`config.mk`:
```
export PLATFORM = sky130hd
export DESIGN_NAME = imm_ram
export DESIGN_NICKNAME = d
export VERILOG_FILES = /design/src/integer_matrix_multiply_assert.svh /design/src/imm_pkg.sv /design/src/imm_ram.sv
export SDC_FILE = /design/constraint.sdc
export NUM_CORES = 2
export LEC_CHECK = 0
export CELL_PAD_IN_SITES_DETAIL_PLACEMENT = 1
export CELL_PAD_IN_SITES_GLOBAL_PLACEMENT = 2
export CORE_ASPECT_RATIO = 1.1
export CORE_MARGIN = 8
export CORE_UTILIZATION = 30
export DETAILED_ROUTE_END_ITERATION = 12
export DONT_BUFFER_PORTS = 1
export PLACE_DENSITY = 0.53
export SETUP_SLACK_MARGIN = 0.3
export SKIP_LAST_GASP = 1
export SYNTH_ARGS = -nofsm -noshare
export SYNTH_HDL_FRONTEND = slang
export SYNTH_SLANG_ARGS = --single-unit
```
`constraint.sdc`:
```
create_clock -name clock -period 12.6 [get_ports clock]
set_clock_uncertainty 0.05 [all_clocks]
set_input_delay 3.78 -clock clock [delete_from_list [all_inputs] [get_ports clock]]
set_output_delay 3.78 -clock clock [all_outputs]
set_load 0.01 [all_outputs]
```
`src/integer_matrix_multiply_assert.svh`:
```
`ifndef INTEGER_MATRIX_MULTIPLY_ASSERT_SVH
`define INTEGER_MATRIX_MULTIPLY_ASSERT_SVH

// Same-cycle implication, sampled on the block clock, off during reset.
`define IMM_ASSERT_NOW(label, ante, cons, msg) \
   label: assert property (@(posedge clock) disable iff (reset) (ante) |-> (cons)) \
      else $error(msg);

// Next-cycle implication, sampled on the block clock, off during reset.
`define IMM_ASSERT_NEXT(label, ante, cons, msg) \
   label: assert property (@(posedge clock) disable iff (reset) (ante) |=> (cons)) \
      else $error(msg);

`endif

```
`src/imm_pkg.sv`:
```
package imm_pkg;

   localparam int MAX_DIM_DEFAULT = 8;
   localparam int DATA_W = 32;
   localparam int IDX_W = 3;
   localparam int DIM_W = 4;
   localparam logic [DIM_W-1:0] DIM_RESET = 4'd8;

   typedef enum logic [1:0] {
      REQ_LOAD_A  = 2'd0,
      REQ_LOAD_B  = 2'd1,
      REQ_COMPUTE = 2'd2
   } req_kind_type;

   typedef enum logic [1:0] {
      CSR_ROWS_A    = 2'd0,
      CSR_INNER_DIM = 2'd1,
      CSR_COLS_B    = 2'd2
   } csr_index_type;

   typedef enum logic [1:0] {
      ST_IDLE  = 2'd0,
      ST_ISSUE = 2'd1,
      ST_FLUSH = 2'd2
   } state_type;

   // one multiply-accumulate step handed to the shared unit
   typedef struct packed {
      logic valid;
      logic first;
      logic last;
      logic clear_done;
   } issue_type;

   typedef struct packed {
      logic done;
   } mac_stat_type;

   typedef struct packed {
      logic             valid;
      logic [IDX_W-1:0] row;
      logic [IDX_W-1:0] col;
      logic             last;
   } emit_type;

   // last loop index for a dimension register: zero acts as one, large values saturate
   function automatic int clamp_last(logic [DIM_W-1:0] d, int max_dim);
      int v;
      v = int'(d);
      if (v == 0) begin
         return 0;
      end
      if (v > max_dim) begin
         return max_dim - 1;
      end
      return v - 1;
   endfunction

endpackage

```
`src/imm_ram.sv`:
```
module imm_ram #(
   parameter int WIDTH = imm_pkg::DATA_W,
   parameter int DEPTH = imm_pkg::MAX_DIM_DEFAULT * imm_pkg::MAX_DIM_DEFAULT,
   localparam int AW = (DEPTH < 2) ? 1 : $clog2(DEPTH)
) (
   input  logic             clock,
   input  logic             wr_en,
   input  logic [AW-1:0]    wr_addr,
   input  logic [WIDTH-1:0] wr_data,
   input  logic [AW-1:0]    rd_addr,
   output logic [WIDTH-1:0] rd_data
);

   logic [WIDTH-1:0] mem_ff [DEPTH];
   logic [WIDTH-1:0] rd_data_ff;

   always_ff @(posedge clock) begin
      if (wr_en) begin
         mem_ff[wr_addr] <= wr_data;
      end
      rd_data_ff <= mem_ff[rd_addr];
   end

   assign rd_data = rd_data_ff;

endmodule

```
After elaboration in Yosys (flattened, before gate mapping)

Memory sizes are Yosys's and may differ from the RTL's. A register that Yosys moved wholly into a read port is not among the register bits.
Index checks and enable logic that the tools add are counted.

Register bits: 0
Memory bits (writable): 2048
Input bits: 46
Output and inout port bits: 32
Word-level logic and storage cells: 3
Memories kept: 1

Mux-type cells: 2

Memory list:

| name   | words | bits a word | rd ports | clocked after Yosys merged registers in | write ports | RTL line      | source |
|---|---|---|---|---|---|---|---|
| mem_ff | 64    | 32          | 1        | 1                                       | 1           | imm_ram.sv:14 | `logic [WIDTH-1:0] mem_ff [DEPTH];` |

Operator list:

| kind    | count |
|---|---|
| $mux W1 | 2 |

Depth between registers and ports, before layout

Depth after elaboration: 2
Depth in mapped cells: 10
Gate-level depth less buffers: 5

Worst setup path before layout

No wires, ideal clock.

Path type: input to register
From: in wr_addr[3]
To: mem mem_ff[48][0] (netlist bit), enable pin
Setup time: 461 ps
Arrival: 6479 ps
Required time: 12089 ps
Slack: 5610 ps
Cell stages on the path: 4
Path buffers: 1
Path through: clkbuf_1 -> nor2b_1 -> nand4b_1 -> nor3_1

RTL lines:

| element            | RTL line      | source |
|---|---|---|
| start: declaration | imm_ram.sv:8  | `input logic [AW-1:0] wr_addr,` |
| end: declaration   | imm_ram.sv:14 |  |

No word-level cell before the write port.

==> summary.md <==
| Metric | Value |
|---|---|
| Die Footprint | 0.278 mm^2 |
| FP Rows | about 200 |
| RSZ-0062 raised after global routing | false |
| Avg Cell Area, Syn | about 24 um^2 |
| Synth warnings | 0 |
| Gr ovfl total | 0 |
| H-Tree Depth | 4 |
| Initial Util | 30.1% |
| Max Freq | 161 MHz |
| Max-slew violation count | 81 |
| First-pass GRT wire length | 331000 um |
| Worst VDD drop | between 0.0001 and 0.00015 V |
| Core Area | 0.261 mm^2 |
| Ports | a little under 80 |
| Max Used Layer | met4 |
| Startpoint types | input pin |
| Register area share after synthesis | ~79% |
| Multi-input gate area | ~0.016 mm^2 |
| Gr usage total | between 10% and 20% |
| Worst r2r src | mem_ff[63][7] |
| DR DRC count | 0 |
| Post-route cell area | between 0.09 and 0.1 mm^2 |
| Initial antenna violation count | 17 |
| Post-CTS Setup Inserts | 0 |
| Fin Hold WS | just under 0.7 ns |
| Number of global-route vias before repair | between 30000 and 40000 |
| Final Non-Filler Cells | 7122 |
| Post-synth ARST share | 0% |
| Worst hold path type | reg2reg |
| Worst-path cell chain | mux4_2 > mux2i_1 > nor2_1 > o32ai_1 > nor3_1 |
| Crit path kind | in2reg |
| CTS hold repair buffers | 0 |
| Final TNS setup | 0 ns |
| Met3 routed WL | 13400 um |
| Filler cell count | 25000 |
| Post-synthesis cell type count | 34 |
| Static Leak | between 0.02 and 0.03 uW |
| Drt pass-1 iters | 5 |
| Detail Placement HPWL | roughly 120000 um |
| Port Buffers | 0 |
| TritonCTS clock tree | built |
| Largest net degree at the start of global routing | slightly above 500 |
| Status | finished, violations left |
| Final hold viol count | 0 |
| WP data arrival | 6.85 ns |
| Placed cell area | 0.0830 mm^2 |
| CP max FO | just over 500 |
| Placed insts | approximately 6700 |
| Die width | between 500 and 600 um |
| Gate count after technology mapping | 3324 |
| Primary FF master, synth | edfxtp_1 |
| Final antenna-violating net count | 0 |
| Reg clk slew, reported paths | approximately 0.06 ns |
| Critical-path cell with the highest stage delay | o32ai_1 |
| GPL Wtd Cong | 0.721 |
| Share of layout cells above drive strength 1 | around 28% |
| Die height | roughly 550 um |
| HP Start | mem_ff[12][20] |
| Commonest non-fill, non-tap cell in the layout | edfxtp_1 |
| Synthesized area | ~0.08 mm^2 |
| Drt wl/cell | 33.9 um |
| Final setup vio count | 0 |
| CP Launch Point | rd_addr[0] |
| Post-synth EDFFs | a little over 2000 |
| CTS Sinks | approximately 2100 |
| Number of max-cap violations | 0 |
| Yosys reg bits | 2080 |
| Drt total wl | 242000 um |
| Total number of vias | 36600 |
| Post-cts sizing count | 0 |
| Worst path top cell family by delay | multiplexers |
| DR iter-0 viols | slightly above 4000 |
| Met1 Routed Length | 106000 um |
| Final net count | approximately 3500 |
| Power per Cell Area | approximately 160 mW/mm^2 |
| Final setup margin | about 6.4 ns |
| Min cycle time layout | roughly 6.2 ns |
| Area growth syn-to-layout | 15.1% |
| Synth Net Count | 3370 |
| Met2 wire length | between 100000 and 150000 um |
| Actual slew at the worst max-slew pin | 1.65 ns |
| Commonest non-fill, non-tap cells in the layout | 2048 x edfxtp_1, 544 x mux4_2, 224 x clkbuf_16, 93 x mux2i_1, 84 x o22ai_1 |
| Vias per cell | 5.14 |
| Worst slack, placed | between 5 and 6 ns |
| Worst rel slew slack | -10.1% |
| CTS max path bufs | 3 |
| Skew-Pair Late Insertion Delay | between 0.8 and 0.9 ns |
| CP max stage delay | 1.08 ns |
| Sequential cell area | 0.0621 mm^2 |
| Worst setup EP type | flip-flop |
| Worst path buffer plus inverter count | 0 |
| Worst EP required | around 13 ns |
| Fin crit share | between 40 and 50% |
| Clock Root Buffer | clkbuf_16 |
| Failing checks | max-slew violations |
| Clock buffer count from CTS | 221 |
-- worst reg2reg max path, stage by stage, from the launching register on --
cell	delay [ns]
edfxtp_1	0.36
mux4_2	0.48
mux4_2	0.61
o22ai_1	0.59
nor2_1	0.36
-- path summary, 6_finish.rpt --
check | endpoint | slack (ns) | cells past startpoint
setup / recovery | rd_data[4] | 6.40 | 5
hold / removal | rd_data[20] | 0.69 | 4
setup reg to reg | rd_data[7] | 9.93 | 4
hold reg to reg | rd_data[20] | 0.69 | 4
-- registers in the layout, indices dropped and copies added (netlist names) --
signal   count
rd_data     32
mem_ff    2048
-- logic make-up (layout without fill, tap and decap cells) --
group                  after synthesis  count (layout)  share of synthesized area (%)
DFF                               2080            2080                           79.1
muxes                              637             637                           16.8
and+or+nand+nor                    223             223                           1.27
AOI/OAI and AO/OA                  202             202                           1.67
buffers and inverters              182             492                           1.13
other                                0               6                              0
-- synth_stat cells (5+ instances only) --
cell / number / area [um^2]
edfxtp_1: 2048 / 61500
mux4_2: 544 / 12300
nor2_1: 137 / 514
mux2i_1: 93 / 931
o22ai_1: 84 / 526
clkbuf_1: 74 / 278
a21oi_1: 62 / 310
buf_2: 57 / 285
dfxtp_1: 32 / 641
o221ai_1: 27 / 236
nand2_1: 26 / 97.6
buf_4: 25 / 188
buf_1: 21 / 78.8
nor2b_1: 15 / 93.8
a22oi_1: 12 / 90.1
a311oi_1: 8 / 70.1
nand2b_1: 8 / 50.1
nor3_1: 7 / 35.0
buf_6: 5 / 56.3
nand3_1: 5 / 25.0
nand3b_1: 5 / 37.5
-- layer usage --
layer	track usage, %	vias to the layer above
met5	0	-
met4	3.38	0
met3	2.77	237
met2	28.2	1117
met1	23.7	20700
li1	-	14500
-- power by group --
| part | leakage [uW] | total, uW | internal (uW) | switching (uW) |
|---|---|---|---|---|
| Combinational | 0.00508 | 452 | 233 | 218 |
| Sequential | 0.0187 | 7710 | 7660 | 52.7 |
| Clock | 0.00355 | 6540 | 3790 | 2750 |
| Total | 0.0273 | 14700 | 11700 | 3020 |
-- final cells by class --
| class | instances | area share (%) |
|---|---|---|
| well taps | 3482 | 4.82 |
| diodes | 6 | 0.0166 |
| multi-input cells | 1062 | 17.7 |
| clock buffers | 304 | 6.73 |
| repair buffers | 77 | 0.640 |
| flip-flops and latches | 2080 | 68.8 |
| clock inverters | 111 | 1.35 |
-- stage by stage --
step / util (%) / power [uW]
floorplan: - / 8200
global placement: 31.8 / 8310
detailed placement: 31.8 / 8310
CTS: 34.6 / 14900
global route: 34.6 / 15100
finish: 34.6 / 14700
Note: power is estimated with default switching activity, not from simulation.
