==> config.mk <==
export PLATFORM = sky130hd
export DESIGN_NAME = imm_mac
export DESIGN_NICKNAME = d
export VERILOG_FILES = /design/src/integer_matrix_multiply_assert.svh /design/src/imm_pkg.sv /design/src/imm_mac.sv
export SDC_FILE = /design/constraint.sdc
export NUM_CORES = 1
export LEC_CHECK = 0
export BUFFER_PORTS_ARGS = -buffer_cell sky130_fd_sc_hd__buf_2
export CAP_MARGIN = 20
export CORE_ASPECT_RATIO = 1.1
export CORE_MARGIN = 3
export CORE_UTILIZATION = 25
export CTS_CLUSTER_SIZE = 40
export DETAILED_ROUTE_END_ITERATION = 8
export GPL_TIMING_DRIVEN = 0
export HOLD_SLACK_MARGIN = 0.12
export PLACE_DENSITY = 0.44
export SYNTH_ARGS = -nofsm -noshare
export SYNTH_HDL_FRONTEND = slang
export SYNTH_SLANG_ARGS = --single-unit
==> constraint.sdc <==
create_clock -name clock -period 6.7 [get_ports clock]
set_clock_uncertainty 0.1 [all_clocks]
set_input_delay 0.67 -clock clock [delete_from_list [all_inputs] [get_ports clock]]
set_output_delay 0.67 -clock clock [all_outputs]
set_load 0.005 [all_outputs]
==> src/integer_matrix_multiply_assert.svh <==
`ifndef INTEGER_MATRIX_MULTIPLY_ASSERT_SVH
`define INTEGER_MATRIX_MULTIPLY_ASSERT_SVH

// Same-cycle implication, sampled on the block clock, off during reset.
`define IMM_ASSERT_NOW(label, ante, cons, msg) \
   label: assert property (@(posedge clock) disable iff (reset) (ante) |-> (cons)) \
      else $error(msg);

// Next-cycle implication, sampled on the block clock, off during reset.
`define IMM_ASSERT_NEXT(label, ante, cons, msg) \
   label: assert property (@(posedge clock) disable iff (reset) (ante) |=> (cons)) \
      else $error(msg);

`endif

==> src/imm_pkg.sv <==
package imm_pkg;

   localparam int MAX_DIM_DEFAULT = 8;
   localparam int DATA_W = 32;
   localparam int IDX_W = 3;
   localparam int DIM_W = 4;
   localparam logic [DIM_W-1:0] DIM_RESET = 4'd8;

   typedef enum logic [1:0] {
      REQ_LOAD_A  = 2'd0,
      REQ_LOAD_B  = 2'd1,
      REQ_COMPUTE = 2'd2
   } req_kind_type;

   typedef enum logic [1:0] {
      CSR_ROWS_A    = 2'd0,
      CSR_INNER_DIM = 2'd1,
      CSR_COLS_B    = 2'd2
   } csr_index_type;

   typedef enum logic [1:0] {
      ST_IDLE  = 2'd0,
      ST_ISSUE = 2'd1,
      ST_FLUSH = 2'd2
   } state_type;

   // one multiply-accumulate step handed to the shared unit
   typedef struct packed {
      logic valid;
      logic first;
      logic last;
      logic clear_done;
   } issue_type;

   typedef struct packed {
      logic done;
   } mac_stat_type;

   typedef struct packed {
      logic             valid;
      logic [IDX_W-1:0] row;
      logic [IDX_W-1:0] col;
      logic             last;
   } emit_type;

   // last loop index for a dimension register: zero acts as one, large values saturate
   function automatic int clamp_last(logic [DIM_W-1:0] d, int max_dim);
      int v;
      v = int'(d);
      if (v == 0) begin
         return 0;
      end
      if (v > max_dim) begin
         return max_dim - 1;
      end
      return v - 1;
   endfunction

endpackage

==> src/imm_mac.sv <==
module imm_mac (
   input  logic                        clock,
   input  logic                        reset,
   input  imm_pkg::issue_type          issue,
   input  logic [imm_pkg::DATA_W-1:0]  a_data,
   input  logic [imm_pkg::DATA_W-1:0]  b_data,
   output imm_pkg::mac_stat_type       stat,
   output logic [imm_pkg::DATA_W-1:0]  acc_value
);

   // stage 1: memory read data valid
   logic s1_valid_ff, s1_first_ff, s1_last_ff;
   // stage 2: product registered
   logic s2_valid_ff, s2_first_ff, s2_last_ff;
   logic [imm_pkg::DATA_W-1:0] prod_ff, prod_in;
   logic [imm_pkg::DATA_W-1:0] acc_ff, acc_in;
   logic done_ff, done_in;

   // low word of the product is the same for signed and unsigned operands
   assign prod_in = a_data * b_data;

   always_comb begin
      acc_in = acc_ff;
      if (s2_valid_ff) begin
         acc_in = s2_first_ff ? prod_ff : acc_ff + prod_ff;
      end
   end

   always_comb begin
      done_in = done_ff;
      if (s2_valid_ff && s2_last_ff) begin
         done_in = 1'b1;
      end else if (issue.clear_done) begin
         done_in = 1'b0;
      end
   end

   always_ff @(posedge clock) begin
      if (reset) begin
         s1_valid_ff <= 1'b0;
         s2_valid_ff <= 1'b0;
         done_ff     <= 1'b0;
      end else begin
         s1_valid_ff <= issue.valid;
         s2_valid_ff <= s1_valid_ff;
         done_ff     <= done_in;
      end
      s1_first_ff <= issue.first;
      s1_last_ff  <= issue.last;
      s2_first_ff <= s1_first_ff;
      s2_last_ff  <= s1_last_ff;
      prod_ff     <= prod_in;
      acc_ff      <= acc_in;
   end

   assign stat.done = done_ff;
   assign acc_value = acc_ff;

endmodule

# [After elaboration in Yosys (flattened, before gate mapping)]
# Index checks and enable logic that the tools add are counted.
[totals] reg_bits=71 wordCells=16 output_inout_bits=33 inputBits=70
[op_classes] addsub=1 n_mul=1 n_reduce_logical=2 mux=3
[ops] op="adder 32 bit" n=1
[ops] op="multiplier 32 x 32 -> 32 bit" n=1
[ops] op="two-way mux 32 bit" n=1
[ops] op="two-way mux 1 bit" n=2
[ops] op="nonzero test 2 bit" n=1
[ops] op="logical AND 1 bit" n=1

# [Depth between registers and ports, before layout]
[depth] word_depth=2 mapped_depth=27 mapped_depth_nobuf=25

# [Least setup slack after synthesis]
# OpenSTA, ideal clock, no wires.
[synth_timing] path_type="input port to flip-flop" start="input port a_data[12] (netlist bit)" end="register prod_ff[30] (netlist bit)" path_slack_ns=-0.350 path_buffers=2 cell_stages=25 setup_ns=0.072 arrival_time_ns=6.877 required_ns=6.528 cell_sequence="clkbuf_1 clkbuf_1 nand2_1 fa_1 inv_1 fa_1 inv_1 fa_1 fa_1 inv_1 fa_1 inv_1 fa_1 fa_1 fa_1 inv_1 ha_1 a21o_1 a21oi_1 nor2b_1 a311oi_1 o21ai_1 a211o_1 a21oi_1 xnor2_1"
[synth_between] elab_chain_len=1
[synth_lines] item="start, declared" line_no="imm_mac.sv:5" source="input logic [imm_pkg::DATA_W-1:0] a_data,"
[synth_lines] item="multiplier 32 x 32 -> 32 bit" line_no="imm_mac.sv:20" source="assign prod_in = a_data * b_data;"
[synth_lines] item="net prod_in (one bit)" line_no="imm_mac.sv:15" source="logic [imm_pkg::DATA_W-1:0] prod_ff, prod_in;"
[synth_lines] item="end signal, assigned" line_no="imm_mac.sv:52" source="prod_ff <= prod_in;"
[synth_lines] item="end, declared" line_no="imm_mac.sv:15"
# The timed path passes the listed nets, and every way through them passes these cells.
# A chain may end at the register's enable or synchronous reset.

# [Final worst setup path]
[layout_timing] start="input port b_data[5] (netlist bit)" end="register prod_ff[30] (netlist bit)"
[layout_between] elab_chain_len=1
[layout_lines] item="start, declared" line_no="imm_mac.sv:6" source="input logic [imm_pkg::DATA_W-1:0] b_data,"
[layout_lines] item="multiplier 32 x 32 -> 32 bit" line_no="imm_mac.sv:20"
[layout_lines] item="net prod_in (one bit)" line_no="imm_mac.sv:15"
# The timed path passes the listed nets, and every way through them passes these cells.

==> out/qor.txt <==
# Max-Cap Violations -> 0
vias per cell -> 4.511
final hold violations -> 0
Min Clock Period, post-route -> 6.784 ns
CTS sink cnt -> 71
routed wire length per instance -> 21.25 um
global-route wire length before repair -> 106.0 mm
M2 GR Usage -> 0.3123
vias -> 14833
final wirelength -> 69.88 mm
DRC violations left -> 0
top_reg_cell synth -> dfxtp_1
vias in the first global route -> 16568
final setup fails -> 2
dpl hpwl -> 56.21 mm
GRT Resource Usage Total -> 0.1764
Post-synth EDFFs -> 32
routability cong. -> 0.9198
status -> finished, violations left
DR pass1 iterations -> 5
GRT Residual Overflow -> 0
largest net degree at the start of global routing -> 33
Data arrival, critical path -> 6.95 ns
post-synthesis sequential area ratio -> 0.09065
post-route ant nets -> 0
Syn Std Cell Area -> 19210 um2
critical path launch point type -> input port
Final period util -> 1.013
met1 global-route usage -> 0.2207
RSZ-0062 raised after global routing -> true
number of warning messages in the yosys log -> 0
Avg Inst Size Synth -> 9.210 um2
FMAX -> 0.1474 GHz
io pins -> 103
HP Class -> register to register
ant diodes -> 0
worst-path fanout max -> 6
met3 usage -> 0.02107
core footprint -> 75410 um2
H-tree depth -> 3
multiplexer share of the synthesized area -> 0.001107
area leader, netlist -> fa_1
CTS tree -> yes
Final Max Tran Viols -> 0
Post-Synthesis Cells -> 2086
final design utilization -> 0.3165
Reg clk slew, reported paths -> 0.06 ns
Slew headroom -> 0.5049
xor and xnor fraction of the mapped netlist area -> 0.05151
Starting Density -> 0.2548
Crit Path Class -> input port to register
crit end category -> register
share of layout cells above drive strength 1 -> 0.1695
die footprint -> 80210 um2
Clk Latency, worst-skew pair -> 0.35 ns
number of synthesized register bits -> 71
Max Root-Sink Buffers -> 2
nets -> 2900
data required time of the critical path -> 6.86 ns
Area Overhead vs Synth -> 24.25%
adder-cell area share of the yosys netlist -> 0.5265
commonest non-fill, non-tap cells in the layout -> 392 x inv_1, 377 x fa_1, 300 x nand2_1
Die Span X -> 270.3 um
Synth top area share -> 0.4262
Num CTS Buffers -> 9
synth unique cells -> 60
CTS root buffer -> clkbuf_16
DP Worst Slack -> -1.843 ns
Final WS setup -> -0.08449 ns
PortBufs -> 94
# rows -> 105
commonest non-fill, non-tap cell in the layout -> inv_1
Post-Synth Simple-Gate Area -> 0.1695
gr busiest metal -> met2
Iter 0 DRT Violations -> 693
Synth async-reset ratio -> 0
Synth Area in Compound Gates -> 0.06291
Die Y -> 296.7 um
main combinational cell family by area after synthesis -> adder cells
worst slew pin tran -> 0.7427 ns
failing checks -> negative setup slack
antenna violations before repair -> 3
Syn Nets -> 2719
Synth area leaders -> fa_1 43%, ha_1 10%, and2_1 8.9%, inv_1 8.0%, nand2_1 5.9%
## area by class of cell
class / count / area (um2)
tap: 1016 / 1271
clock buffer: 12 / 277.8
multi-input combinational: 1514 / 16100
inverter: 408 / 1531
clock inverter: 4 / 73.82
fill: 7890 / 51540
sequential: 71 / 1743
timing repair buffer: 177 / 1393
buffer: 86 / 1479
## flip-flops by register name, summed over array words and instances, names as in the netlist
| register | flops |
|---|---|
| acc_value | 32 |
| prod_ff | 32 |
| s1_first_ff | 1 |
| s1_last_ff | 1 |
| s1_valid_ff | 1 |
| s2_first_ff | 1 |
| s2_last_ff | 1 |
| s2_valid_ff | 1 |
| stat | 1 |
## metrics by stage
stage / area (um2) / setup TNS [ns] / hold WS [ns] / cells
global route: 23870 / -1.086 / 0.2389 / 3288
detailed placement: 21160 / -24.51 / 0.2150 / 3200
finish: 23870 / -0.1229 / 0.2268 / 3288
CTS: 23440 / -0.1940 / 0.2303 / 3255
global placement: 21090 / -28.84 / 0.2179 / 3196
floorplan: 19350 / -0.04266 / 0.2096 / 2086
## what timing repair did
action | CTS | global route
cloned | 2 | 2
endpoints found under the setup margin | 20 | 9
hold buffers | 0 | 0
pin swaps | 92 | 37
setup buffers | 45 | 31
gates resized for setup | 343 | 49
## worst paths after layout
check / from / endpoint / slack (ns) / depth (start not counted)
max: b_data[5] / prod_ff[30]$_DFF_P_ / -0.08 / 23
min reg2reg: s1_last_ff$_DFF_P_ / s2_last_ff$_DFF_P_ / 0.23 / 0
min: s1_last_ff$_DFF_P_ / s2_last_ff$_DFF_P_ / 0.23 / 0
max reg2reg: acc_value[0]$_DFFE_PP_ / acc_value[30]$_DFFE_PP_ / 3.43 / 12
## layer usage
| metal | part of all wire | vias up |
|---|---|---|
| met5 | 0.00039 | - |
| met4 | 0.042 | 4 |
| met3 | 0.047 | 120 |
| met2 | 0.50 | 433 |
| met1 | 0.41 | 7649 |
| li1 | - | 6627 |
## cells by family after synthesis
kind of cell             count (synthesis)
AND/OR/NAND/NOR                        651
adder cells (fa/ha/maj)                563
buffers and inverters                  501
AO/OA/AOI/OAI                          185
XOR/XNOR                               113
flip-flops                              71
multiplexers                             2
## worst max-delay path: stages
cell and delay (ns):
buf_12 0.11, clkbuf_16 0.16, and2_4 0.14, fa_1 0.55
fa_1 0.44, fa_1 0.52, inv_2 0.04, fa_1 0.54
inv_2 0.04, fa_1 0.47, inv_1 0.05, fa_1 0.49
inv_2 0.04, fa_2 0.53, fa_1 0.44, ha_4 0.25
a21o_1 0.17, a21o_1 0.20, a311oi_2 0.31, o21ai_4 0.15
a211o_1 0.29, a21oi_2 0.18, xnor2_2 0.15
## cells in the mapped netlist, drive strengths merged (9+ instances only)
cell type and count:
fa 409, inv 408, nand2 304, and2 272, ha 154, clkbuf 91, xnor2 80, a21oi 53
o21ai 50, dfxtp 39, xor2 33, edfxtp 32, a21o 26, nor2 26, nand3 12, nand2b 9
Power is left out: the tool's default activity adds up to more than one toggle a clock period on the data nets, which glitch-free logic cannot reach.
