### src/integer_matrix_multiply_assert.svh
`ifndef INTEGER_MATRIX_MULTIPLY_ASSERT_SVH
`define INTEGER_MATRIX_MULTIPLY_ASSERT_SVH

// Same-cycle implication, sampled on the block clock, off during reset.
`define IMM_ASSERT_NOW(label, ante, cons, msg) \
   label: assert property (@(posedge clock) disable iff (reset) (ante) |-> (cons)) \
      else $error(msg);

// Next-cycle implication, sampled on the block clock, off during reset.
`define IMM_ASSERT_NEXT(label, ante, cons, msg) \
   label: assert property (@(posedge clock) disable iff (reset) (ante) |=> (cons)) \
      else $error(msg);

`endif

### src/imm_pkg.sv
package imm_pkg;

   localparam int MAX_DIM_DEFAULT = 8;
   localparam int DATA_W = 32;
   localparam int IDX_W = 3;
   localparam int DIM_W = 4;
   localparam logic [DIM_W-1:0] DIM_RESET = 4'd8;

   typedef enum logic [1:0] {
      REQ_LOAD_A  = 2'd0,
      REQ_LOAD_B  = 2'd1,
      REQ_COMPUTE = 2'd2
   } req_kind_type;

   typedef enum logic [1:0] {
      CSR_ROWS_A    = 2'd0,
      CSR_INNER_DIM = 2'd1,
      CSR_COLS_B    = 2'd2
   } csr_index_type;

   typedef enum logic [1:0] {
      ST_IDLE  = 2'd0,
      ST_ISSUE = 2'd1,
      ST_FLUSH = 2'd2
   } state_type;

   // one multiply-accumulate step handed to the shared unit
   typedef struct packed {
      logic valid;
      logic first;
      logic last;
      logic clear_done;
   } issue_type;

   typedef struct packed {
      logic done;
   } mac_stat_type;

   typedef struct packed {
      logic             valid;
      logic [IDX_W-1:0] row;
      logic [IDX_W-1:0] col;
      logic             last;
   } emit_type;

   // last loop index for a dimension register: zero acts as one, large values saturate
   function automatic int clamp_last(logic [DIM_W-1:0] d, int max_dim);
      int v;
      v = int'(d);
      if (v == 0) begin
         return 0;
      end
      if (v > max_dim) begin
         return max_dim - 1;
      end
      return v - 1;
   endfunction

endpackage

### src/imm_seq.sv
module imm_seq #(
   parameter int MAX_DIM = imm_pkg::MAX_DIM_DEFAULT,
   localparam int DEPTH = MAX_DIM * MAX_DIM,
   localparam int AW = (DEPTH < 2) ? 1 : $clog2(DEPTH),
   localparam int CW = (MAX_DIM > 16) ? 4 : ((MAX_DIM < 2) ? 1 : $clog2(MAX_DIM))
) (
   input  logic                        clock,
   input  logic                        reset,
   input  logic                        req_valid,
   output logic                        req_ready,
   input  logic [1:0]                  req_type,
   input  logic [imm_pkg::IDX_W-1:0]   req_row,
   input  logic [imm_pkg::IDX_W-1:0]   req_col,
   input  logic [imm_pkg::DATA_W-1:0]  req_value,
   input  logic [imm_pkg::DIM_W-1:0]   rows_a,
   input  logic [imm_pkg::DIM_W-1:0]   inner_dim,
   input  logic [imm_pkg::DIM_W-1:0]   cols_b,
   input  logic                        out_free,
   input  imm_pkg::mac_stat_type       mac_stat,
   output imm_pkg::issue_type          issue,
   output imm_pkg::emit_type           emit,
   output logic                        wr_a_en,
   output logic                        wr_b_en,
   output logic [AW-1:0]               wr_addr,
   output logic [imm_pkg::DATA_W-1:0]  wr_data,
   output logic [AW-1:0]               rd_a_addr,
   output logic [AW-1:0]               rd_b_addr
);

   imm_pkg::state_type state_ff, state_in;
   logic [CW-1:0] i_ff, i_in, j_ff, j_in, k_ff, k_in;
   logic [CW-1:0] n_last_ff, n_last_in, m_last_ff, m_last_in, p_last_ff, p_last_in;
   logic accept, in_range, start, k_end, j_end, i_end, flush_go;

   assign accept   = req_valid && req_ready;
   assign in_range = (int'(req_row) < MAX_DIM) && (int'(req_col) < MAX_DIM);
   assign start    = accept && (req_type == imm_pkg::REQ_COMPUTE);
   assign k_end    = (k_ff == m_last_ff);
   assign j_end    = (j_ff == p_last_ff);
   assign i_end    = (i_ff == n_last_ff);
   assign flush_go = (state_ff == imm_pkg::ST_FLUSH) && mac_stat.done && out_free;

   // next state
   always_comb begin
      state_in = state_ff;
      unique case (state_ff)
         imm_pkg::ST_IDLE: begin
            if (start) begin
               state_in = imm_pkg::ST_ISSUE;
            end
         end
         imm_pkg::ST_ISSUE: begin
            if (k_end) begin
               state_in = imm_pkg::ST_FLUSH;
            end
         end
         imm_pkg::ST_FLUSH: begin
            if (flush_go) begin
               state_in = (i_end && j_end) ? imm_pkg::ST_IDLE : imm_pkg::ST_ISSUE;
            end
         end
         default: state_in = imm_pkg::ST_IDLE;
      endcase
   end

   // outputs
   always_comb begin
      req_ready        = 1'b0;
      wr_a_en          = 1'b0;
      wr_b_en          = 1'b0;
      issue.valid      = 1'b0;
      issue.first      = 1'b0;
      issue.last       = 1'b0;
      issue.clear_done = 1'b0;
      emit.valid       = 1'b0;
      emit.row         = imm_pkg::IDX_W'(i_ff);
      emit.col         = imm_pkg::IDX_W'(j_ff);
      emit.last        = i_end && j_end;
      unique case (state_ff)
         imm_pkg::ST_IDLE: begin
            req_ready = 1'b1;
            unique case (imm_pkg::req_kind_type'(req_type))
               imm_pkg::REQ_LOAD_A: wr_a_en = req_valid && in_range;
               imm_pkg::REQ_LOAD_B: wr_b_en = req_valid && in_range;
               default: ;
            endcase
         end
         imm_pkg::ST_ISSUE: begin
            issue.valid = 1'b1;
            issue.first = (k_ff == '0);
            issue.last  = k_end;
         end
         imm_pkg::ST_FLUSH: begin
            emit.valid       = flush_go;
            issue.clear_done = flush_go;
         end
         default: ;
      endcase
   end

   // loop counters and latched dimensions
   always_comb begin
      i_in      = i_ff;
      j_in      = j_ff;
      k_in      = k_ff;
      n_last_in = n_last_ff;
      m_last_in = m_last_ff;
      p_last_in = p_last_ff;
      if (start) begin
         i_in      = '0;
         j_in      = '0;
         k_in      = '0;
         n_last_in = CW'(imm_pkg::clamp_last(rows_a, MAX_DIM));
         m_last_in = CW'(imm_pkg::clamp_last(inner_dim, MAX_DIM));
         p_last_in = CW'(imm_pkg::clamp_last(cols_b, MAX_DIM));
      end else if (state_ff == imm_pkg::ST_ISSUE) begin
         k_in = k_end ? '0 : k_ff + 1'b1;
      end else if (flush_go) begin
         if (j_end) begin
            j_in = '0;
            i_in = i_ff + 1'b1;
         end else begin
            j_in = j_ff + 1'b1;
         end
      end
   end

   always_ff @(posedge clock) begin
      if (reset) begin
         state_ff <= imm_pkg::ST_IDLE;
      end else begin
         state_ff <= state_in;
      end
      i_ff      <= i_in;
      j_ff      <= j_in;
      k_ff      <= k_in;
      n_last_ff <= n_last_in;
      m_last_ff <= m_last_in;
      p_last_ff <= p_last_in;
   end

   assign wr_addr   = AW'(int'(req_row) * MAX_DIM + int'(req_col));
   assign wr_data   = req_value;
   assign rd_a_addr = AW'(int'(i_ff) * MAX_DIM + int'(k_ff));
   assign rd_b_addr = AW'(int'(k_ff) * MAX_DIM + int'(j_ff));

endmodule
### config.mk
export PLATFORM = sky130hd
export DESIGN_NAME = imm_seq
export DESIGN_NICKNAME = d
export VERILOG_FILES = /design/src/integer_matrix_multiply_assert.svh /design/src/imm_pkg.sv /design/src/imm_seq.sv
export SDC_FILE = /design/constraint.sdc
export NUM_CORES = 1
export LEC_CHECK = 0
export BUFFER_PORTS_ARGS = -buffer_cell sky130_fd_sc_hd__buf_2
export CAP_MARGIN = 40
export CORE_UTILIZATION = 35
export DETAILED_ROUTE_END_ITERATION = 7
export GPL_TIMING_DRIVEN = 0
export PLACE_DENSITY = 0.74
export SETUP_SLACK_MARGIN = 0.4
export SLEW_MARGIN = 20
export SYNTH_ARGS = -nofsm -noshare
export SYNTH_HDL_FRONTEND = slang
export SYNTH_SLANG_ARGS = --single-unit
### constraint.sdc
create_clock -name clock -period 1.5 [get_ports clock]
set_clock_uncertainty 0.15 [all_clocks]
set_input_delay 0.3 -clock clock [delete_from_list [all_inputs] [get_ports clock]]
set_output_delay 0.3 -clock clock [all_outputs]
set_load 0.05 [all_outputs]
Word level (Yosys, flattened, before mapping)
Index checks and enable logic that the tools add are counted.
- $add $sub $neg: 9
- $lt $le $gt $ge: 3
- eq/ne operators: 10
- multiplexer cells: 35
- bitwise gates (word level): 1
- reductions and logical operators: 14
- operator list (cell ; count):
    two-way mux 3 bit ; 9
    two-way mux 1 bit ; 22
    adder 6 x 3 -> 6 bit ; 3
    greater-than comparator 4 bit (second input constant) ; 3
    logical NOT 4 bit ; 3
    adder 3 x 1 -> 3 bit (second input constant) ; 3
    equality test 3 bit ; 3
    subtractor 3 x 1 -> 3 bit (second input constant) ; 3
    two-way mux 2 bit ; 3
    != test 2 bit (second input constant) ; 3
    one-hot mux 2 bit (3 select lines) ; 1
    AND reduction 3 bit ; 2
    logical AND 1 bit ; 5
    equality test 2 x 1 -> 1 bit (second input constant) ; 2
    equality test 2 bit (second input constant) ; 2
    logical NOT 2 bit ; 2
    logical NOT 3 bit ; 1
    AND reduction 2 bit ; 1
    NOT 1 bit ; 1
- register bits: 20
- bits of input ports: 57

Logic depth before layout (Yosys ltp)
Gate-level depths: netlist of the first run.
- word-level depth: 8
- mapped depth: 5

Worst setup path before layout of the first run
Ideal clock, no wire load.
- kind: register to output
- start point: reg state_ff[0]
- end point: out wr_b_en
- arrival time: 2.390 ns
- setup slack: -1.340 ns
- stages on the path, launching flop included: 4
- path buffers: 0
- path through: dfxtp_1 > nor2_1 > nand2_1 > nor3b_1
- cells in the longest elaborated chain, start to end: 2
- ends and longest elaborated chain (what ; RTL line ; text):
    start: declaration ; imm_seq.sv:30 ; imm_pkg::state_type state_ff, state_in;
    start signal: assignment ; imm_seq.sv:130 ; state_ff <= imm_pkg::ST_IDLE;
    start signal: assignment ; imm_seq.sv:132 ; state_ff <= state_in;
    logical NOT 2 bit ; imm_seq.sv:79 ; unique case (state_ff)
    two-way mux 1 bit ; imm_seq.sv:79 ;
    end: declaration ; imm_seq.sv:23 ; output logic wr_b_en,
Every way passes these cells.

==> metrics.md, run 1 <==
| Metric | Value |
|---|---|
| Total core area | between 4000 and 5000 um^2 |
| Flop pwr share | 0.252 |
| Area Overhead vs Synth | 101.1% |
| Final Util | 0.7449 |
| CTS buffer count | 3 |
| Syn nets | 233 |
| Layout cell share with drive strength beyond 1 | 0.7937 |
| WL final | ~4500 um |
| Seq cells post-synth | 20 |
| Fin cells | 336 |
| Largest buffer count on any clock path | 2 |
| CTS sink cnt | 20 |
| Grt met2 use | 0.3032 |
| TritonRoute pass-1 iters | 4 |
| CTS tree | built |
| RSZ-0062 raised after global routing | yes |
| CP peak stage delay | 420 ps |
| Die Y | 67.77 um |
| Setup Crit Path Kind | flop to primary output |
| Final Hold Slack | roughly 49 ps |
| Switching power | around 1.2 mW |
| FMAX | about 0.54 GHz |
| Status | finished with violations |
| PortBufs | between 80 and 90 |
| Post-synth top area cell | buf_4 |
| Nets | between 300 and 400 |
| Slowest-stage cell, CP | edfxtp_1 |
| Synth area leaders | buf_4, edfxtp_1, dfxtp_1, ha_1, inv_1 |
| Failing checks | setup timing |
| Crit path cell chain | xnor2_2 -> nand3_4 -> nor3_4 -> buf_6 |
| Syn Area/Cell | roughly 9 um^2 |
| PwrDens | between 900 and 1000 nW/um^2 |
| Routing usage on met3 | 0.01182 |
| Fraction of registers with async set/reset | 0 |
| Synth Flop Type | dfxtp_1 |
| Final setup margin | -353.8 ps |
| First-iteration detailed-routing DRC count | 91 |
| Worst EP required | around 1100 ps |
| Worst VDD drop | approximately 0.00052 V |
| Root Driver | clkbuf_8 |
| Count of final hold-check violations | 0 |
| Vias in the first global route | around 1300 |
| Top cell family by delay on the critical path | flip-flops |
| Hold Path Class | primary input to flop |
| Clk network pwr share | 0.191 |
| GRT Total Usage | 0.1600 |
| HPWL Detailed | 2585 um |
| Design Power | about 2.9 mW |
| I/O Pins | between 100 and 150 |
| Critical Path AT | 1400 ps |
| GR Util met1 | 0.1828 |
| Routed Antenna Nets | 0 |
| Yosys cell types | 35 |
| Clk Latency, worst-skew pair | about 270 ps |
| Cts hold-fix bufs | 0 |
| Initial antenna violation count | 0 |
| Initial Utilization | 0.3705 |
| Per-cell routed wire length | between 10 and 15 um |
| Worst-margin pin slew | between 300 and 400 ps |
| Post-Synthesis Cells | between 150 and 200 |
| CP max FO | 3 |
| Seq/Total Area, Yosys | 0.3240 |
| Vias | 1572 |
| Global-route wire length before repair | 5520 um |
| GPL Wtd Cong | between 0.7 and 0.8 |
| Sw frac | 0.4024 |
| Row count | 23 |
| ANT cells | 0 |
| Final setup fails | 14 |
| Chip Width | ~68 um |
| Critical path buffers and inverters | 1 |
| Dpl cells | just over 300 |
| Post-DR vias/cell | ~4.7 |
| Pins Over Slew Limit | 0 |
| Grt total ovfl | 0 |
| Die area | between 4000 and 5000 um^2 |
| Number of flops mapped to enable cells by yosys | 9 |
| CP endpoint kind | primary output |
| Cell Int Power | 1.738 mW |
| Mapped cell area | between 1500 and 2000 um^2 |
| Leakage power | between 1 and 1.5 nW |
| Gr busiest metal | met2 |
| CP startpoint kind | flop |
| Drt drc | 0 |
| Max Cap Viol | 0 |
| Register clock-pin slew on the reported worst setup and hold paths | around 80 ps |
| Largest net degree at the start of global routing | 13 |
| Minimum clock period | between 1500 and 2000 ps |
| Fin crit share | 1.236 |
| Comb pwr share | 0.557 |
| H-Tree Depth | 1 |
| Max-Slew Margin vs Limit | 0.7416 |
| Area fraction of the dominant cell type after synthesis | 0.2430 |
| Yosys warns | 0 |
## cells in the mapped netlist (2+ instances only)
| master | n |
|---|---|
| a21o_1 | 4 |
| a21oi_1 | 8 |
| buf_4 | 49 |
| dfxtp_1 | 11 |
| edfxtp_1 | 9 |
| ha_1 | 7 |
| inv_1 | 16 |
| inv_2 | 2 |
| maj3_1 | 5 |
| nand2_1 | 9 |
| nand2b_1 | 4 |
| nand3_1 | 6 |
| nand4b_1 | 2 |
| nor2_1 | 6 |
| nor2b_1 | 2 |
| nor3_1 | 3 |
| xnor2_1 | 5 |
| xnor2_2 | 3 |
| xor2_1 | 2 |
## cell families (layout without fill, tap and decap cells)
group | count (synthesis) | count (layout) | synth area share
AO/OA/AOI/OAI | 18 | 18 | 0.07605
adder cells (fa/ha/maj) | 12 | 12 | 0.09091
buffers and inverters | 69 | 186 | 0.2926
multiplexers | 1 | 1 | 0.006612
flip-flops | 20 | 20 | 0.3240
XOR/XNOR | 10 | 10 | 0.07273
AND/OR/NAND/NOR | 39 | 39 | 0.1372
## path summary, 6_finish.rpt
| path | slack [ps] | startpoint | to | cells after the start |
|---|---|---|---|---|
| hold / removal | 50 | reset | state_ff[1] | 2 |
| setup / recovery | -350 | p_last_ff[0] | emit[0] | 4 |
| setup reg to reg | -330 | p_last_ff[0] | state_ff[0] | 7 |
| hold reg to reg | 390 | j_ff[1] | j_ff[1] | 2 |
## metal layers
layer,share of wire,wire [um]
met2,0.57,2581
met5,0,0
met3,0.051,229
met4,0.012,56
met1,0.36,1642
## final cells by class
class                   count  area, um^2
multi-input cells          80       804.5
fillers                   249        1042
repair buffers            113        1002
well taps                  50       62.56
clock inverters             1       30.03
clock buffers               3       41.29
inverters                  19       143.9
plain buffers              50       427.9
flip-flops and latches     20       531.8
## through the flow
step	TNS (ps)	setup slack [ps]	instance area, um^2
6_report	-2604	-353.8	3044
2_1_floorplan	-1133	-246.6	1823
5_1_grt	-3207	-405.6	3044
4_1_cts	-1902	-313.5	2900
3_5_place_dp	-1740	-234.6	2301
3_3_place_gp	-1665	-241.3	2301
## cells in the final DEF, fill, tap and decap left out, types with 4 or more instances in the layout
cell type  Yosys  final
buf_4         49     58
buf_2          0     50
buf_8          0     31
buf_6          0     23
dfxtp_4        0     11
edfxtp_1       9      9
nand2_1        9      8
inv_1         16      7
xnor2_2        3      6
inv_12         0      5
maj3_2         0      5
a21oi_2        0      5
a21o_1         4      4
nand3_1        6      4
ha_1           7      4
## power by group through the flow
stage / Clock [mW] / Sequential, mW / Combinational [mW]
final: 0.556 / 0.732 / 1.62
after global routing: 0.577 / 0.737 / 1.69
after floorplan: 0 / 0.842 / 0.784
after detailed placement: 0 / 0.735 / 1.10
after global placement: 0 / 0.732 / 1.09
after CTS: 0.549 / 0.732 / 1.45
## state kept, by name, indices dropped and copies added, names as in the netlist
signal / count
k_ff: 3
j_ff: 3
n_last_ff: 3
p_last_ff: 3
i_ff: 3
m_last_ff: 3
state_ff: 2
## timing repair
action / in CTS / in global routing
setup buffers: 17 / 12
pin swaps: 17 / 6
gates resized for setup: 111 / 15
gates cloned: 1 / 0
setup endpoints to repair: 52 / 50
Note: power is estimated with default switching activity, not from simulation.
==> run 2, diff against run 1 <==
CORE_UTILIZATION = 39   (was 35)
PLACE_DENSITY = 0.78   (was 0.74)
SKIP_LAST_GASP = 1   (was default)
clock period = 1.9 ns   (was 1.5 ns; I/O delays follow)
==> metrics.md, run 2 (synthesis gave the netlist of run 1 again) <==
| Metric | Value |
|---|---|
| Status | finished, final reports clean |
| Slowest-stage cell, CP | edfxtp_1 |
| First-iteration detailed-routing DRC count | 100 (+9.9%) |
| H-Tree Depth | 1 (unchanged) |
| CTS sink cnt | 20 (unchanged) |
| GRT Total Usage | 0.1614 (+0.001309) |
| Max Cap Viol | 0 (unchanged) |
| Final setup margin | 51.49 ps (+405.2 ps) |
| CP peak stage delay | 410 ps (about the same) |
| Critical Path AT | 1320 ps (-80 ps) |
| PwrDens | 727.2 nW/um^2 (-24%) |
| Layout cell share with drive strength beyond 1 | 0.6777 (-0.1161) |
| Global-route wire length before repair | 5271 um (-4.5%) |
| CP max FO | 3 (unchanged) |
| Chip Width | 64.31 um (-5.1%) |
| Count of final hold-check violations | 0 (unchanged) |
| TritonRoute pass-1 iters | 4 (unchanged) |
| CTS buffer count | 3 (unchanged) |
| Clk network pwr share | 0.154 (-0.037) |
| Hold Path Class | primary input to flop |
| Cell Int Power | 1.003 mW (-42%) |
| Most frequent cells in the layout | buf_4, buf_2, inv_1 |
| Commonest non-fill, non-tap cell in the layout | buf_4 |
| Cts hold-fix bufs | 0 (unchanged) |
| Post-DR vias/cell | 4.464 (-4.6%) |
| I/O Pins | 122 (unchanged) |
| Root Driver | clkbuf_8 |
| Routed Antenna Nets | 0 (unchanged) |
| Worst EP required | 1370 ps (+320 ps) |
| Drt drc | 0 (unchanged) |
| DP Worst Slack | 63.71 ps (+298.3 ps) |
| Hold_sp | reset |
| ANT cells | 0 (unchanged) |
| Die Y | 64.31 um (-5.1%) |
| Largest buffer count on any clock path | 2 (unchanged) |
| Nets | 338 (-3.7%) |
| CP endpoint kind | primary output |
| Final Hold Slack | 134.5 ps (+85.62 ps) |
| PortBufs | 83 (unchanged) |
| Row count | 22 (-4.3%) |
| Vias in the first global route | 1257 (-2.2%) |
| Setup Crit Path Kind | flop to primary output |
| Grt total ovfl | 0 (unchanged) |
| Crit path from | p_last_ff[1] |
| Switching power | 0.7894 mW (-33%) |
| HPWL Detailed | 2661 um (+2.9%) |
| Die area | 4135 um^2 (-10%) |
| Max-Slew Margin vs Limit | 0.8020 (+0.06038) |
| Pins Over Slew Limit | 0 (unchanged) |
| Initial antenna violation count | 0 (unchanged) |
| Final setup fails | 0 (-14) |
| Sw frac | 0.4404 (+0.03804) |
| Worst VDD drop | 0.0004163 V (-20%) |
| Comb pwr share | 0.529 (-0.028) |
| Area Overhead vs Synth | 62.81% |
| Reg2reg start | p_last_ff[1] |
| RSZ-0062 raised after global routing | yes |
| Filler cells | 307 (+23%) |
| Crit path cell chain | xnor2_2 -> nand3_2 -> nor3_4 -> buf_6 |
| Vias | 1433 (-8.8%) |
| Largest net degree at the start of global routing | 19 (+6) |
| Per-cell routed wire length | 11.18 um (-17%) |
| Flop pwr share | 0.317 (+0.065) |
| WL final | 3588 um (-20%) |
| Minimum clock period | between 1500 and 2000 ps |
| Fin crit share | 0.9729 |
| Worst-margin pin slew | 293.2 ps (-93.09 ps) |
| FMAX | roughly 0.54 GHz |
| CTS tree | built |
| Post-route cell area | 2465 um^2 (-19%) |
| Clk Latency, worst-skew pair | 250 ps (-20 ps) |
| Register clock-pin slew on the reported worst setup and hold paths | 70 ps (about the same) |
| Initial Utilization | 0.4104 (+0.03996) |
| Leakage power | 1.258 nW (-12%) |
| CP startpoint kind | flop |
| Total core area | 3689 um^2 (-9.7%) |
| GPL Wtd Cong | 0.7901 (+13%) |
| Dpl cell area | 2128 um^2 (-7.5%) |
-- run 2: final timing paths --
path	to	slack, ps	cells past startpoint
max reg2reg	i_ff[2]	60	6
min	state_ff[1]	130	2
min reg2reg	i_ff[2]	360	2
max	emit[0]	50	4
-- run 2: final cells by class --
type                            count  area (um^2)  area share
Clock inverter                      1        3.754    0.001523
Tap cell                           48        60.06     0.02437
Multi-Input combinational cell     80        698.2      0.2832
Sequential cell                    20        529.3      0.2147
Buffer                             50        392.9      0.1594
Clock buffer                        3        41.29     0.01675
Inverter                           19        76.32     0.03096
Timing Repair Buffer              100        663.1      0.2690
-- run 2: metrics by stage --
step | cells | power, mW | utilization | TNS, ps
5_1_grt | 321 | 1.881 | 0.6683 | -22.20
4_1_cts | 315 | 1.748 | 0.6428 | 0
6_report | 321 | 1.792 | 0.6683 | 0
3_5_place_dp | 300 | 1.403 | 0.5770 | 0
3_3_place_gp | 300 | 1.381 | 0.5770 | 0
2_1_floorplan | 169 | 1.238 | - | 0
-- run 2: worst max-delay path, delay by kind of cell (launching register included) --
family | cells | cell delay (ps)
simple gates | 2 | 290
buf+inv | 1 | 180
xor+xnor | 1 | 190
flops | 1 | 410
-- run 2: what timing repair did --
action / in CTS / in global routing
pin swaps: 13 / 4
gates resized for setup: 37 / 13
buffers inserted: 11 / 6
endpoints found under the setup margin: 23 / 16
-- run 2: power by group through the flow --
stage / registers [mW] / logic, mW / clock network, mW
after detailed placement: 0.580 / 0.823 / 0
after floorplan: 0.661 / 0.577 / 0
after CTS: 0.571 / 0.898 / 0.280
final: 0.568 / 0.949 / 0.275
after global routing: 0.575 / 1.00 / 0.304
after global placement: 0.573 / 0.808 / 0
-- run 2: per-layer routing --
layer / vias to the layer above / GRT usage / share of wire
met4: 0 / 0.07500 / 0.013
met3: 4 / 0.02321 / 0.066
met5: - / 0 / 0
met2: 67 / 0.3158 / 0.55
met1: 641 / 0.1643 / 0.37
li1: 721 / - / -
